`src/design/irmc_pkg.sv`:
```
// shared types, constants and codes of the irrigation mode controller
package irmc_pkg;

    localparam int SAMPLE_BITS     = 12;
    localparam int PCT_BITS        = 7;
    localparam int TIME_BITS       = 32;
    localparam int CFG_IDX_BITS    = 3;
    localparam int CFG_DATA_BITS   = 20;
    localparam int QUEUE_DEPTH_DEF = 4;

    localparam logic [PCT_BITS-1:0] PCT_FULL = PCT_BITS'(100);

    // configuration register indexes
    localparam logic [CFG_IDX_BITS-1:0] CFG_MOISTURE_LIMIT     = 3'd0;
    localparam logic [CFG_IDX_BITS-1:0] CFG_IRRIGATION_SECONDS = 3'd1;
    localparam logic [CFG_IDX_BITS-1:0] CFG_MIN_INTERVAL_MS    = 3'd2;
    localparam logic [CFG_IDX_BITS-1:0] CFG_SOIL_DRY_COUNT     = 3'd3;
    localparam logic [CFG_IDX_BITS-1:0] CFG_SOIL_WET_COUNT     = 3'd4;
    localparam logic [CFG_IDX_BITS-1:0] CFG_TANK_EMPTY_COUNT   = 3'd5;
    localparam logic [CFG_IDX_BITS-1:0] CFG_TANK_FULL_COUNT    = 3'd6;
    localparam logic [CFG_IDX_BITS-1:0] CFG_WATER_THRESHOLD    = 3'd7;

    // mode codes
    localparam logic [2:0] MODE_INIT     = 3'd0;
    localparam logic [2:0] MODE_MONITOR  = 3'd1;
    localparam logic [2:0] MODE_CHECK    = 3'd2;
    localparam logic [2:0] MODE_IRRIGATE = 3'd3;
    localparam logic [2:0] MODE_BLOCKED  = 3'd4;
    localparam logic [2:0] MODE_WAITING  = 3'd5;

    // action codes
    localparam logic [2:0] ACT_NONE    = 3'd0;
    localparam logic [2:0] ACT_MONITOR = 3'd1;
    localparam logic [2:0] ACT_CHECK   = 3'd2;
    localparam logic [2:0] ACT_START   = 3'd3;
    localparam logic [2:0] ACT_FINISH  = 3'd4;
    localparam logic [2:0] ACT_BLOCK   = 3'd5;
    localparam logic [2:0] ACT_WAIT    = 3'd6;

    typedef struct packed {
        logic [SAMPLE_BITS-1:0] moisture_sample;
        logic [SAMPLE_BITS-1:0] level_sample;
        logic [TIME_BITS-1:0]   now_ms;
    } t_item;

    typedef struct packed {
        logic [2:0]          mode;
        logic [2:0]          action;
        logic                pump_on;
        logic [PCT_BITS-1:0] moisture_percent;
        logic [PCT_BITS-1:0] level_percent;
        logic                water_present;
    } t_result;

    typedef struct packed {
        logic [PCT_BITS-1:0]    moisture_limit;
        logic [5:0]             irrigation_seconds;
        logic [19:0]            min_interval_ms;
        logic [SAMPLE_BITS-1:0] soil_dry_count;
        logic [SAMPLE_BITS-1:0] soil_wet_count;
        logic [SAMPLE_BITS-1:0] tank_empty_count;
        logic [SAMPLE_BITS-1:0] tank_full_count;
        logic [SAMPLE_BITS-1:0] water_threshold;
    } t_cfg;

    // classified period between front and back
    typedef struct packed {
        logic [PCT_BITS-1:0]  moisture_percent;
        logic [PCT_BITS-1:0]  level_percent;
        logic                 water_present;
        logic [TIME_BITS-1:0] now_ms;
    } t_cls;

    typedef struct packed {
        logic full;
        logic empty;
    } t_qstat;

    localparam t_cfg CFG_RESET = '{
        moisture_limit:     PCT_BITS'(40),
        irrigation_seconds: 6'd10,
        min_interval_ms:    20'd30000,
        soil_dry_count:     SAMPLE_BITS'(3200),
        soil_wet_count:     SAMPLE_BITS'(1300),
        tank_empty_count:   SAMPLE_BITS'(100),
        tank_full_count:    SAMPLE_BITS'(2600),
        water_threshold:    SAMPLE_BITS'(700)
    };

endpackage

```
`src/design/irmc_front.sv`:
```
// front end: takes a period, maps both samples to percent, flags water
module irmc_front (
    input  logic            i_clk,
    input  logic            i_rst_n,
    input  irmc_pkg::t_cfg  i_cfg,
    input  logic            push,
    input  irmc_pkg::t_item i_item,
    output logic            full,
    input  irmc_pkg::t_qstat i_qstat,
    output logic            o_q_push,
    output irmc_pkg::t_cls  o_q_data
);
    import irmc_pkg::*;

    localparam int REM_W = SAMPLE_BITS + PCT_BITS;
    localparam int DSH_W = SAMPLE_BITS + PCT_BITS - 1;

    typedef enum logic [1:0] {S_IDLE, S_LOAD, S_DIV, S_PUSH} t_state;

    t_state               r_state;
    t_item                r_item;
    logic                 r_chan;
    logic [REM_W-1:0]     r_rem;
    logic [DSH_W-1:0]     r_dsh;
    logic [PCT_BITS-2:0]  r_q;
    logic [2:0]           r_step;
    logic [PCT_BITS-1:0]  r_mp;
    logic [PCT_BITS-1:0]  r_lp;

    logic [SAMPLE_BITS-1:0] sel_x, sel_p0, sel_p100;
    logic signed [SAMPLE_BITS:0] diff, den;
    logic [SAMPLE_BITS:0]   neg_diff, neg_den;
    logic [SAMPLE_BITS-1:0] adiff, aden;
    logic                   ld_zero, ld_full;
    logic [REM_W-1:0]       ld_prod;
    logic                   div_bit;
    logic                   fin;
    logic [PCT_BITS-1:0]    fin_val;

    always_comb begin
        sel_x    = r_chan ? r_item.level_sample : r_item.moisture_sample;
        sel_p0   = r_chan ? i_cfg.tank_empty_count : i_cfg.soil_dry_count;
        sel_p100 = r_chan ? i_cfg.tank_full_count : i_cfg.soil_wet_count;
        diff     = $signed({1'b0, sel_x}) - $signed({1'b0, sel_p0});
        den      = $signed({1'b0, sel_p100}) - $signed({1'b0, sel_p0});
        neg_diff = ~diff + 1'b1;
        neg_den  = ~den + 1'b1;
        adiff    = diff[SAMPLE_BITS] ? neg_diff[SAMPLE_BITS-1:0] : diff[SAMPLE_BITS-1:0];
        aden     = den[SAMPLE_BITS] ? neg_den[SAMPLE_BITS-1:0] : den[SAMPLE_BITS-1:0];
        ld_zero  = (den == '0) || (diff == '0) || (diff[SAMPLE_BITS] != den[SAMPLE_BITS]);
        ld_full  = adiff >= aden;
        ld_prod  = REM_W'(adiff) * REM_W'(100);
        div_bit  = r_rem >= REM_W'(r_dsh);

        fin     = 1'b0;
        fin_val = '0;
        case (r_state)
            S_LOAD: begin
                fin     = ld_zero || ld_full;
                fin_val = ld_zero ? '0 : PCT_FULL;
            end
            S_DIV: begin
                fin     = (r_step == '0);
                fin_val = {r_q, div_bit};
            end
            default: begin
                fin     = 1'b0;
                fin_val = '0;
            end
        endcase
    end

    always_ff @(posedge i_clk) begin
        if (!i_rst_n) begin
            r_state <= S_IDLE;
            r_chan  <= 1'b0;
        end else begin
            unique case (r_state)
                S_IDLE: begin
                    if (push) begin
                        r_item  <= i_item;
                        r_chan  <= 1'b0;
                        r_state <= S_LOAD;
                    end
                end
                S_LOAD, S_DIV: begin
                    if (r_state == S_LOAD && !fin) begin
                        r_rem   <= ld_prod;
                        r_dsh   <= {aden, {(PCT_BITS-1){1'b0}}};
                        r_q     <= '0;
                        r_step  <= 3'(PCT_BITS - 1);
                        r_state <= S_DIV;
                    end else if (r_state == S_DIV && !fin) begin
                        if (div_bit) begin
                            r_rem <= r_rem - REM_W'(r_dsh);
                        end
                        r_q    <= {r_q[PCT_BITS-3:0], div_bit};
                        r_dsh  <= r_dsh >> 1;
                        r_step <= r_step - 3'd1;
                    end else if (!r_chan) begin
                        r_mp    <= fin_val;
                        r_chan  <= 1'b1;
                        r_state <= S_LOAD;
                    end else begin
                        r_lp    <= fin_val;
                        r_state <= S_PUSH;
                    end
                end
                S_PUSH: begin
                    if (!i_qstat.full) begin
                        r_state <= S_IDLE;
                    end
                end
                default: r_state <= S_IDLE;
            endcase
        end
    end

    assign full     = (r_state != S_IDLE);
    assign o_q_push = (r_state == S_PUSH) && !i_qstat.full;
    assign o_q_data = '{
        moisture_percent: r_mp,
        level_percent:    r_lp,
        water_present:    (r_item.level_sample >= i_cfg.water_threshold),
        now_ms:           r_item.now_ms
    };

endmodule

```
`src/design/irmc_queue.sv`:
```
// small queue of classified periods between front and back
module irmc_queue #(
    parameter int DEPTH = irmc_pkg::QUEUE_DEPTH_DEF
) (
    input  logic             i_clk,
    input  logic             i_rst_n,
    input  logic             i_push,
    input  irmc_pkg::t_cls   i_data,
    input  logic             i_pop,
    output irmc_pkg::t_cls   o_data,
    output irmc_pkg::t_qstat o_stat
);
    import irmc_pkg::*;

    localparam int PW = (DEPTH > 1) ? $clog2(DEPTH) : 1;
    localparam int CW = $clog2(DEPTH + 1);

    t_cls          r_mem [DEPTH];
    logic [PW-1:0] r_wr;
    logic [PW-1:0] r_rd;
    logic [CW-1:0] r_count;
    logic          do_push, do_pop;

    assign o_stat.full  = (r_count == CW'(DEPTH));
    assign o_stat.empty = (r_count == '0);
    assign do_push      = i_push && !o_stat.full;
    assign do_pop       = i_pop && !o_stat.empty;
    assign o_data       = r_mem[r_rd];

    always_ff @(posedge i_clk) begin
        if (do_push) begin
            r_mem[r_wr] <= i_data;
        end
    end

    always_ff @(posedge i_clk) begin
        if (!i_rst_n) begin
            r_wr    <= '0;
            r_rd    <= '0;
            r_count <= '0;
        end else begin
            if (do_push) begin
                r_wr <= (r_wr == PW'(DEPTH - 1)) ? '0 : r_wr + 1'b1;
            end
            if (do_pop) begin
                r_rd <= (r_rd == PW'(DEPTH - 1)) ? '0 : r_rd + 1'b1;
            end
            case ({do_push, do_pop})
                2'b10:   r_count <= r_count + 1'b1;
                2'b01:   r_count <= r_count - 1'b1;
                default: r_count <= r_count;
            endcase
        end
    end

endmodule

```
`src/design/irmc_back.sv`:
```
// back end: mode controller step, timers, pump and result register
module irmc_back (
    input  logic              i_clk,
    input  logic              i_rst_n,
    input  irmc_pkg::t_cfg    i_cfg,
    input  irmc_pkg::t_qstat  i_qstat,
    input  irmc_pkg::t_cls    i_q_data,
    output logic              o_q_pop,
    output logic              empty,
    input  logic              pop,
    output irmc_pkg::t_result o_result
);
    import irmc_pkg::*;

    typedef enum logic [2:0] {
        M_INIT     = MODE_INIT,
        M_MONITOR  = MODE_MONITOR,
        M_CHECK    = MODE_CHECK,
        M_IRRIGATE = MODE_IRRIGATE,
        M_BLOCKED  = MODE_BLOCKED,
        M_WAITING  = MODE_WAITING
    } t_mode;

    t_mode                r_mode;
    logic [TIME_BITS-1:0] r_start;
    logic [TIME_BITS-1:0] r_last_end;
    logic                 r_pump;
    logic                 r_valid;
    t_result              r_res;

    logic                 take;
    logic                 dry, gap_done, run_done;
    logic [15:0]          run_ms;
    logic [TIME_BITS-1:0] since_end, since_start;
    t_mode                n_mode;
    logic [2:0]           n_act;
    logic                 n_pump;

    always_comb begin
        take        = !i_qstat.empty && (!r_valid || pop);
        dry         = i_q_data.moisture_percent < i_cfg.moisture_limit;
        since_end   = i_q_data.now_ms - r_last_end;
        since_start = i_q_data.now_ms - r_start;
        gap_done    = since_end >= TIME_BITS'(i_cfg.min_interval_ms);
        run_ms      = 16'(i_cfg.irrigation_seconds) * 16'd1000;
        run_done    = since_start >= TIME_BITS'(run_ms);

        n_mode = r_mode;
        n_act  = ACT_NONE;
        unique case (r_mode)
            M_MONITOR: begin
                if (dry && gap_done) begin
                    n_mode = M_CHECK;
                    n_act  = ACT_CHECK;
                end else if (dry) begin
                    n_mode = M_WAITING;
                    n_act  = ACT_WAIT;
                end else begin
                    n_mode = M_MONITOR;
                    n_act  = ACT_MONITOR;
                end
            end
            M_CHECK: begin
                if (i_q_data.water_present) begin
                    n_mode = M_IRRIGATE;
                    n_act  = ACT_START;
                end else begin
                    n_mode = M_BLOCKED;
                    n_act  = ACT_BLOCK;
                end
            end
            M_IRRIGATE: begin
                if (!i_q_data.water_present) begin
                    n_mode = M_BLOCKED;
                    n_act  = ACT_BLOCK;
                end else if (run_done) begin
                    n_mode = M_MONITOR;
                    n_act  = ACT_FINISH;
                end
            end
            M_BLOCKED: begin
                if (i_q_data.water_present) begin
                    n_mode = M_MONITOR;
                    n_act  = ACT_MONITOR;
                end else begin
                    n_mode = M_BLOCKED;
                    n_act  = ACT_BLOCK;
                end
            end
            M_WAITING: begin
                if (!dry) begin
                    n_mode = M_MONITOR;
                    n_act  = ACT_MONITOR;
                end else if (gap_done) begin
                    n_mode = M_CHECK;
                    n_act  = ACT_CHECK;
                end
            end
            default: begin
                n_mode = M_MONITOR;
                n_act  = ACT_MONITOR;
            end
        endcase

        if (n_act == ACT_START) begin
            n_pump = 1'b1;
        end else if (n_act == ACT_NONE) begin
            n_pump = r_pump;
        end else begin
            n_pump = 1'b0;
        end
    end

    always_ff @(posedge i_clk) begin
        if (!i_rst_n) begin
            r_mode     <= M_INIT;
            r_start    <= '0;
            r_last_end <= '0;
            r_pump     <= 1'b0;
            r_valid    <= 1'b0;
        end else if (take) begin
            r_mode  <= n_mode;
            r_pump  <= n_pump;
            r_valid <= 1'b1;
            if (n_act == ACT_START) begin
                r_start <= i_q_data.now_ms;
            end
            if (n_act == ACT_FINISH || n_act == ACT_BLOCK) begin
                r_last_end <= i_q_data.now_ms;
            end
            r_res <= '{
                mode:             n_mode,
                action:           n_act,
                pump_on:          n_pump,
                moisture_percent: i_q_data.moisture_percent,
                level_percent:    i_q_data.level_percent,
                water_present:    i_q_data.water_present
            };
        end else if (pop) begin
            r_valid <= 1'b0;
        end
    end

    assign o_q_pop  = take;
    assign empty    = !r_valid;
    assign o_result = r_res;

endmodule

```
`src/design/irrigation_mode_controller.sv`:
```
// irrigation mode controller top level: config registers, front, queue, back
//
// Each input item is one evaluation period (moisture sample, level sample,
// millisecond time); each gives exactly one result item (mode, action, pump
// drive, both percents, water flag).
// Input side: an item transfers at a clock edge with push high and full low.
// Result side: the oldest result sits on o_result while empty is low and
// transfers at a clock edge with pop high and empty low.
// Configuration: i_cfg_we writes i_cfg_data into register i_cfg_idx at once;
// write only while no item is in flight.
// The front end takes one item at a time: per percent map a setup step and
// a 7-step restoring division (skipped when the map clamps), then one queue
// write; it takes no new item until that write is accepted by the queue.
// The back end loads the oldest queued item into its result register when
// that register is empty or is being popped in the same cycle.
// A stalled receiver fills the result register, then the queue; the front end
// then holds its finished item and full stays high.
// Synchronous reset empties the queue and result register, sets mode to
// initializing, clears both timestamps, turns the pump off and reloads the
// configuration defaults.
module irrigation_mode_controller #(
    parameter int QUEUE_DEPTH = irmc_pkg::QUEUE_DEPTH_DEF
) (
    input  logic                                 i_clk,
    input  logic                                 i_rst_n,
    input  logic                                 i_cfg_we,
    input  logic [irmc_pkg::CFG_IDX_BITS-1:0]    i_cfg_idx,
    input  logic [irmc_pkg::CFG_DATA_BITS-1:0]   i_cfg_data,
    input  logic                                 push,
    input  irmc_pkg::t_item                      i_item,
    output logic                                 full,
    output logic                                 empty,
    input  logic                                 pop,
    output irmc_pkg::t_result                    o_result
);
    import irmc_pkg::*;

    t_cfg   r_cfg;
    t_qstat q_stat;
    t_cls   q_in, q_out;
    logic   q_push, q_pop;

    always_ff @(posedge i_clk) begin
        if (!i_rst_n) begin
            r_cfg <= CFG_RESET;
        end else if (i_cfg_we) begin
            unique case (i_cfg_idx)
                CFG_MOISTURE_LIMIT:     r_cfg.moisture_limit     <= i_cfg_data[PCT_BITS-1:0];
                CFG_IRRIGATION_SECONDS: r_cfg.irrigation_seconds <= i_cfg_data[5:0];
                CFG_MIN_INTERVAL_MS:    r_cfg.min_interval_ms    <= i_cfg_data[19:0];
                CFG_SOIL_DRY_COUNT:     r_cfg.soil_dry_count     <= i_cfg_data[SAMPLE_BITS-1:0];
                CFG_SOIL_WET_COUNT:     r_cfg.soil_wet_count     <= i_cfg_data[SAMPLE_BITS-1:0];
                CFG_TANK_EMPTY_COUNT:   r_cfg.tank_empty_count   <= i_cfg_data[SAMPLE_BITS-1:0];
                CFG_TANK_FULL_COUNT:    r_cfg.tank_full_count    <= i_cfg_data[SAMPLE_BITS-1:0];
                CFG_WATER_THRESHOLD:    r_cfg.water_threshold    <= i_cfg_data[SAMPLE_BITS-1:0];
                default:                r_cfg <= r_cfg;
            endcase
        end
    end

    irmc_front u_front (
        .i_clk    (i_clk),
        .i_rst_n  (i_rst_n),
        .i_cfg    (r_cfg),
        .push     (push),
        .i_item   (i_item),
        .full     (full),
        .i_qstat  (q_stat),
        .o_q_push (q_push),
        .o_q_data (q_in)
    );

    irmc_queue #(
        .DEPTH (QUEUE_DEPTH)
    ) u_queue (
        .i_clk   (i_clk),
        .i_rst_n (i_rst_n),
        .i_push  (q_push),
        .i_data  (q_in),
        .i_pop   (q_pop),
        .o_data  (q_out),
        .o_stat  (q_stat)
    );

    irmc_back u_back (
        .i_clk    (i_clk),
        .i_rst_n  (i_rst_n),
        .i_cfg    (r_cfg),
        .i_qstat  (q_stat),
        .i_q_data (q_out),
        .o_q_pop  (q_pop),
        .empty    (empty),
        .pop      (pop),
        .o_result (o_result)
    );

    a_pump_matches_mode: assert property (@(posedge i_clk) disable iff (!i_rst_n)
        !empty |-> (o_result.pump_on == (o_result.mode == MODE_IRRIGATE)))
        else $error("pump drive disagrees with irrigate mode");

    a_start_needs_water: assert property (@(posedge i_clk) disable iff (!i_rst_n)
        (!empty && o_result.action == ACT_START) |-> o_result.water_present)
        else $error("irrigation started without water");

    a_percent_range: assert property (@(posedge i_clk) disable iff (!i_rst_n)
        !empty |-> (o_result.moisture_percent <= PCT_FULL &&
                    o_result.level_percent <= PCT_FULL))
        else $error("percent above one hundred");

    a_result_holds: assert property (@(posedge i_clk) disable iff (!i_rst_n)
        (!empty && !pop) |=> (!empty && $stable(o_result)))
        else $error("waiting result changed before transfer");

endmodule
```
`config.mk`:
```
export PLATFORM = sky130hd
export DESIGN_NAME = irrigation_mode_controller
export DESIGN_NICKNAME = d
export VERILOG_FILES = /design/src/design/irmc_pkg.sv /design/src/design/irmc_front.sv /design/src/design/irmc_queue.sv /design/src/design/irmc_back.sv /design/src/design/irrigation_mode_controller.sv
export SDC_FILE = /design/constraint.sdc
export NUM_CORES = 1
export LEC_CHECK = 0
export ABC_AREA = 1
export CORE_MARGIN = 2
export CORE_UTILIZATION = 59
export DETAILED_ROUTE_END_ITERATION = 7
export DONT_BUFFER_PORTS = 1
export GPL_TIMING_DRIVEN = 0
export PLACE_DENSITY = 0.83
export SETUP_SLACK_MARGIN = 0.3
export SKIP_LAST_GASP = 1
export SLEW_MARGIN = 20
export SYNTH_ARGS = -nofsm -noshare
export SYNTH_HDL_FRONTEND = slang
export SYNTH_SLANG_ARGS = --single-unit
```
`constraint.sdc`:
```
create_clock -name i_clk -period 6.65 [get_ports i_clk]
set_input_delay 0.3325 -clock i_clk [delete_from_list [all_inputs] [get_ports i_clk]]
set_output_delay 0.3325 -clock i_clk [all_outputs]
set_load 0.1 [all_outputs]
```
==> metrics.cfg, run 1 <==
[outcome]
status = finished clean

[floorplan]
start_util_pct = 59.4
die_area_mm2 = 0.0531
row_count = 83
die_h_um = 230
io_pins = 108
core_mm2 = 0.0510
fp.dieW_um = 230

[yosys]
synthTopCellsByArea = edfxtp_1 32%, dfxtp_1 12%, ha_1 10%, nand2_1 9.8%, inv_1 6.7%
synthArstFlopShare_pct = 0
ys.flop_type = edfxtp_1
synth.avg_cell_area_um2 = 8.32
ys_types = 61
syn-cell-area_mm2 = 0.0303
synthCells = 3639
yosys.area.top_type = edfxtp_1
ys_warn_count = 0
syn_nets = 3995
synth_top_area_share_pct = 32.3
ys_ff_latch = 500
yosysSeqAreaShare_pct = 43.9
synth_edf_count = 326

[layout]
multi_input_area_mm2 = 0.0147
num-fill-cells = 3862
final_area_mm2 = 0.0342
antennaDiodeCount = 0
syn_to_final_growth_pct = 13.1
finalNetCount = 4143
drive_above_1_share_pct = 8.51
ff_latch_area_mm2 = 0.0133

[critical_path]
cp-start-kind = register
slowest_stage = mux2i_1
crit_buf_inv = 10
path_common_cell = nand2_1
cp.arrival_ns = 6.48
critical-path-top-delay-family = simple AND/OR/NAND/NOR gates
critPathMaxStageDelay_ns = 0.51
path_max_fanout = 12
crit_type = reg -> reg
setup.worst_path.end_class = register
cp_data_required_time_ns = 6.99

[routing]
viasPerCell = 5.73
vias = 25800
post-route-drc-count = 0
first_iter_violations = 2685
dr.pass1.iters = 6
ant_nets = 0
wl_per_cell_um = 18.8
drt-total-wl_mm = 84.7

[cts]
cts_sinks = 500
htreeDepth = 2
tritoncts = done
cts_root_buf = clkbuf_16
cts.path.max_buffers = 3
clk_latency_ns = 0.64
clk_pin_slew_ns = 0.06
numCtsBuffers = 52

[timing]
rsz0062_at_grt = true
period_minus_slack_ns = 6.14
worst_slew_pin_slew_ns = 1.09
fin_skew_ns = 0.0536
setup_viol = 0
fin_crit_sh_pct = 92.3
slew_violations = 0
hold_violations = 0
holdWs_ns = 0.0730
max_freq_mhz = 163
max_slew_margin_pct = 27.6

[grt]
grt_max_degree = 25
antenna_found_initial = 0
grt_overflow_total = 0
first_global_vias = 24200
grt_use_total_pct = 31.1
grt_pass1_wl_mm = 130

[placement]
place.gp.congestion = 0.991
numPortBuffers = 0
place_area_mm2 = 0.0314
hpwl_mm = 60.7

[min_path]
hp-class = in -> reg

[flow_run]
maxCapViolations = 0

==> final cells by class <==
cell class              count  area share (%)
inverters                 555            6.11
flip-flops and latches    500            38.8
clock buffers              67            4.14
well taps                 680            2.49
multi-input cells        2490            42.9
plain buffers              98            1.50
clock inverters            30           0.962
repair buffers             90            3.11
==> registers in the layout (all words and copies together), names as in the netlist, named ones only <==
signal	count
u_queue.r_wr	2
u_queue.r_count	3
u_back.r_last_end	32
u_front.r_rem	19
r_cfg	93
u_queue.r_mem	188
u_back.o_result	22
u_front.r_q	6
u_back.r_mode	3
u_front.r_item	24
u_front.r_dsh	18
u_back.r_valid	1
u_front.o_q_data	32
u_front.r_mp	7
u_front.r_lp	7
u_back.r_pump	1
u_front.r_state	2
u_queue.r_rd	2
u_front.r_chan	1
u_front.r_step	3
u_back.r_start	32
==> metal layers <==
metal	wire length [µm]	track usage [%]	part of all wire (%)	vias to the layer above
met3	7370	4.76	8.7	259
met4	4270	14.7	5.0	0
met1	32800	39.7	39	12000
li1	-	-	-	12300
met5	0	0	0	-
met2	40200	52.0	47	1299
==> synth_stat cells (34+ instances only) <==
master and instances:
nor3_1 54, nand3_1 111, nand2_2 51, nor2_1 401, inv_1 539, a21oi_2 35
nand4_1 34, nand2_1 794, dfxtp_1 174, nand3_2 35, o21ai_0 263, xor2_1 71
edfxtp_1 326, o22ai_1 43, a21oi_1 161, clkbuf_1 72, ha_1 246
==> tightest hold or removal path: cells and delay by family <==
kind / cells / cell delay (ns)
compound gates: 2 / 0.23
simple gates: 1 / 0.09
==> kinds of logic after synthesis <==
kind of cell / synth area share [%]
buf+inv: 8.51
simple gates: 21.9
mux: 0.364
fa+ha+maj: 11.9
xor+xnor: 2.75
flops: 43.9
compound gates: 10.7
==> per-stage QoR <==
step	setup WS (ns)	TNS (ns)	util, %	std cells
floorplan	0.657	0	-	3639
global placement	-1.00	-23.65	61.0	4319
detailed placement	-0.657	-12.84	61.6	4329
CTS	0.338	0	66.6	4501
global route	0.154	0	67.1	4510
finish	0.510	0	67.1	4510
==> placed cells by master (no fill, tap or decap), types with 6 or more instances in the layout <==
cell type,Yosys,final
clkbuf_1,72,73
nand3b_1,16,16
nand2_1,794,792
clkinv_1,3,7
inv_2,13,13
inv_1,539,538
o21ai_0,263,260
o21ai_1,7,8
a21oi_1,161,161
buf_12,3,8
ha_1,246,246
edfxtp_1,326,326
nand4_1,34,34
clkbuf_16,0,52
clkinv_2,0,12
clkbuf_8,0,6
nor3_1,54,52
a21oi_2,35,35
nand3_1,111,110
xor2_1,71,68
fa_1,26,26
o22ai_1,43,42
o21bai_1,11,11
a211oi_1,6,6
xnor2_1,24,20
mux2i_1,11,9
buf_16,0,7
nor2_4,4,13
buf_2,9,10
nand3_2,35,36
dfxtp_1,174,174
nand2_2,51,53
nor2_2,9,8
clkbuf_4,2,6
and2_1,6,6
nor2_1,401,394
dlygate4sd3_1,2,74
buf_6,6,6
o211ai_1,11,11
a31oi_1,8,8
==> final timing paths <==
path	from	endpoint	slack, ns	cells after the start
max	u_front.r_chan	u_front.r_rem[1]	0.51	37
min	push	u_front.r_chan	0.07	3
max reg2reg	u_front.r_chan	u_front.r_rem[1]	0.51	37
min reg2reg	u_queue.r_count[0]	u_queue.r_count[0]	0.46	1
==> what timing repair did <==
action | 4_1_cts | 5_1_grt
pin swaps | 1 | 5
buffers inserted | 2 | 6
endpoints found under the hold margin | 117 | 0
gates cloned | 1 | 3
hold buffers | 72 | 0
resized for setup | 13 | 49
setup endpoints to repair | 50 | 96
Power of run 1 is not shown: default switching activity piles up to over one toggle a cycle in this logic, so the estimate is an artifact.
==> run 2: changes to the inputs <==
Settings changed: RECOVER_POWER set to 50.
==> metrics.cfg, run 2 (same netlist as run 1, synthesis figures left out) <==
[layout]
top_register = u_queue.r_mem
syn_to_final_growth_pct = 12.9
final_area_mm2 = 0.0342
final_cell_mix = 792 x nand2_1, 538 x inv_1, 397 x nor2_1
largestRegisters = u_queue.r_mem (188), r_cfg (93)
antennaDiodeCount = 0
finalNonFillerCells = 4510
drive_above_1_share_pct = 8.36
layout_commonest_cell = nand2_1
finalNetCount = 4143
largest_register_ffs = 188
finish.utilization_pct = 67.0

[timing]
holdWs_ns = 0.0263
worst_slew_pin_slew_ns = 1.67
period_minus_slack_ns = 6.25
max_slew_margin_pct = -11.0
max_freq_mhz = 160
rsz0062_at_grt = true
slew_violations = 25
hold_violations = 0
fin_crit_sh_pct = 93.9
setup_viol = 0
fin_skew_ns = 0.0535

[floorplan]
io_pins = 108
row_count = 83
die_h_um = 230
fp.dieW_um = 230
core_mm2 = 0.0510
die_area_mm2 = 0.0531
start_util_pct = 59.4

[outcome]
status = complete, but fails checks
violations = capacitance limit, slew limit

[critical_path]
cp-start-kind = register
crit_type = reg -> reg
critPathMaxStageDelay_ns = 0.56
cp.arrival_ns = 6.70
setup.worst_path.end_class = register
path_max_fanout = 10
cp_data_required_time_ns = 7.10
path_common_cell = nand2_1
slowest_stage = a32oi_1

[placement]
place_area_mm2 = 0.0314
hpwl_mm = 60.7
place.gp.congestion = 0.991
numPortBuffers = 0
dp_cells = 4329

[cts]
htreeDepth = 2
numCtsBuffers = 52
clk_pin_slew_ns = 0.06
tritoncts = done
cts_sinks = 500
cts_root_buf = clkbuf_16
clk_latency_ns = 0.64
cts.path.max_buffers = 3

[routing]
post-route-drc-count = 0
vias = 25700
wl_per_cell_um = 18.8
ant_nets = 0
drt-total-wl_mm = 84.7
first_iter_violations = 2660
dr.pass1.iters = 6
viasPerCell = 5.71

[flow_run]
maxCapViolations = 1

[min_path]
hp-class = in -> reg

[grt]
grt_max_degree = 25
grt_overflow_total = 0
antenna_found_initial = 0
first_global_vias = 24200
grt_use_total_pct = 31.1
grt_pass1_wl_mm = 130

==> run 2: changes by cell type in the layout (fill, tap and decap cells not counted) <==
cell / before / now
buf_1: 4 / 2
buf_12: 8 / 7
clkbuf_2: 3 / 2
nor2_4: 13 / 10
nor2_1: 394 / 397
buf_16: 7 / 6
clkbuf_1: 73 / 78
==> run 2: worst max-delay path, delay by kind of cell (launching register included) <==
family                   cells  cell delay [ns]
AND/OR/NAND/NOR             19             2.34
buffers and inverters        7             1.56
adder cells (fa/ha/maj)      3             0.71
flip-flops                   1             0.38
XOR/XNOR                     1             0.19
AO/OA/AOI/OAI                3             0.85
==> run 2: layer usage <==
layer | vias to the layer above | part of all wire, % | track usage [%]
li1 | 12300 | - | -
met1 | 12000 | 39 | 39.7
met5 | - | 0 | 0
met3 | 248 | 8.6 | 4.76
met2 | 1239 | 48 | 52.0
met4 | 0 | 4.9 | 14.7
==> run 2: per-stage QoR <==
stage               TNS (ns)  setup slack [ns]
floorplan                  0             0.657
global route               0             0.114
detailed placement    -12.84            -0.657
global placement      -23.65             -1.00
finish                     0             0.404
CTS                        0             0.338
==> run 2: worst paths after layout <==
kind              from                    to  slack [ns]  depth (start not counted)
max reg2reg   register  u_back.r_last_end[6]        0.40                         33
min reg2reg  r_cfg[38]             r_cfg[38]        0.46                          2
max           register  u_back.r_last_end[6]        0.40                         33
min               push        u_front.r_chan        0.03                          3
==> run 2: timing repair <==
action                     4_1_cts  5_1_grt
gates cloned                     1        3
pin swaps                        1        5
setup endpoints to repair       50       96
resized for setup               13       49
setup buffers                    2        6
hold endpoints to repair       117        0
hold buffers                    72        0
==> run 2: area by class of cell <==
class	count	area, µm²
timing repair buffer	90	1030
fill	3872	16800
sequential	500	13300
clock inverter	30	329
inverter	555	2090
buffer	98	512
clock buffer	67	1420
multi-input combinational	2490	14700
tap	680	851
Power of run 2 is left out for the same reason.
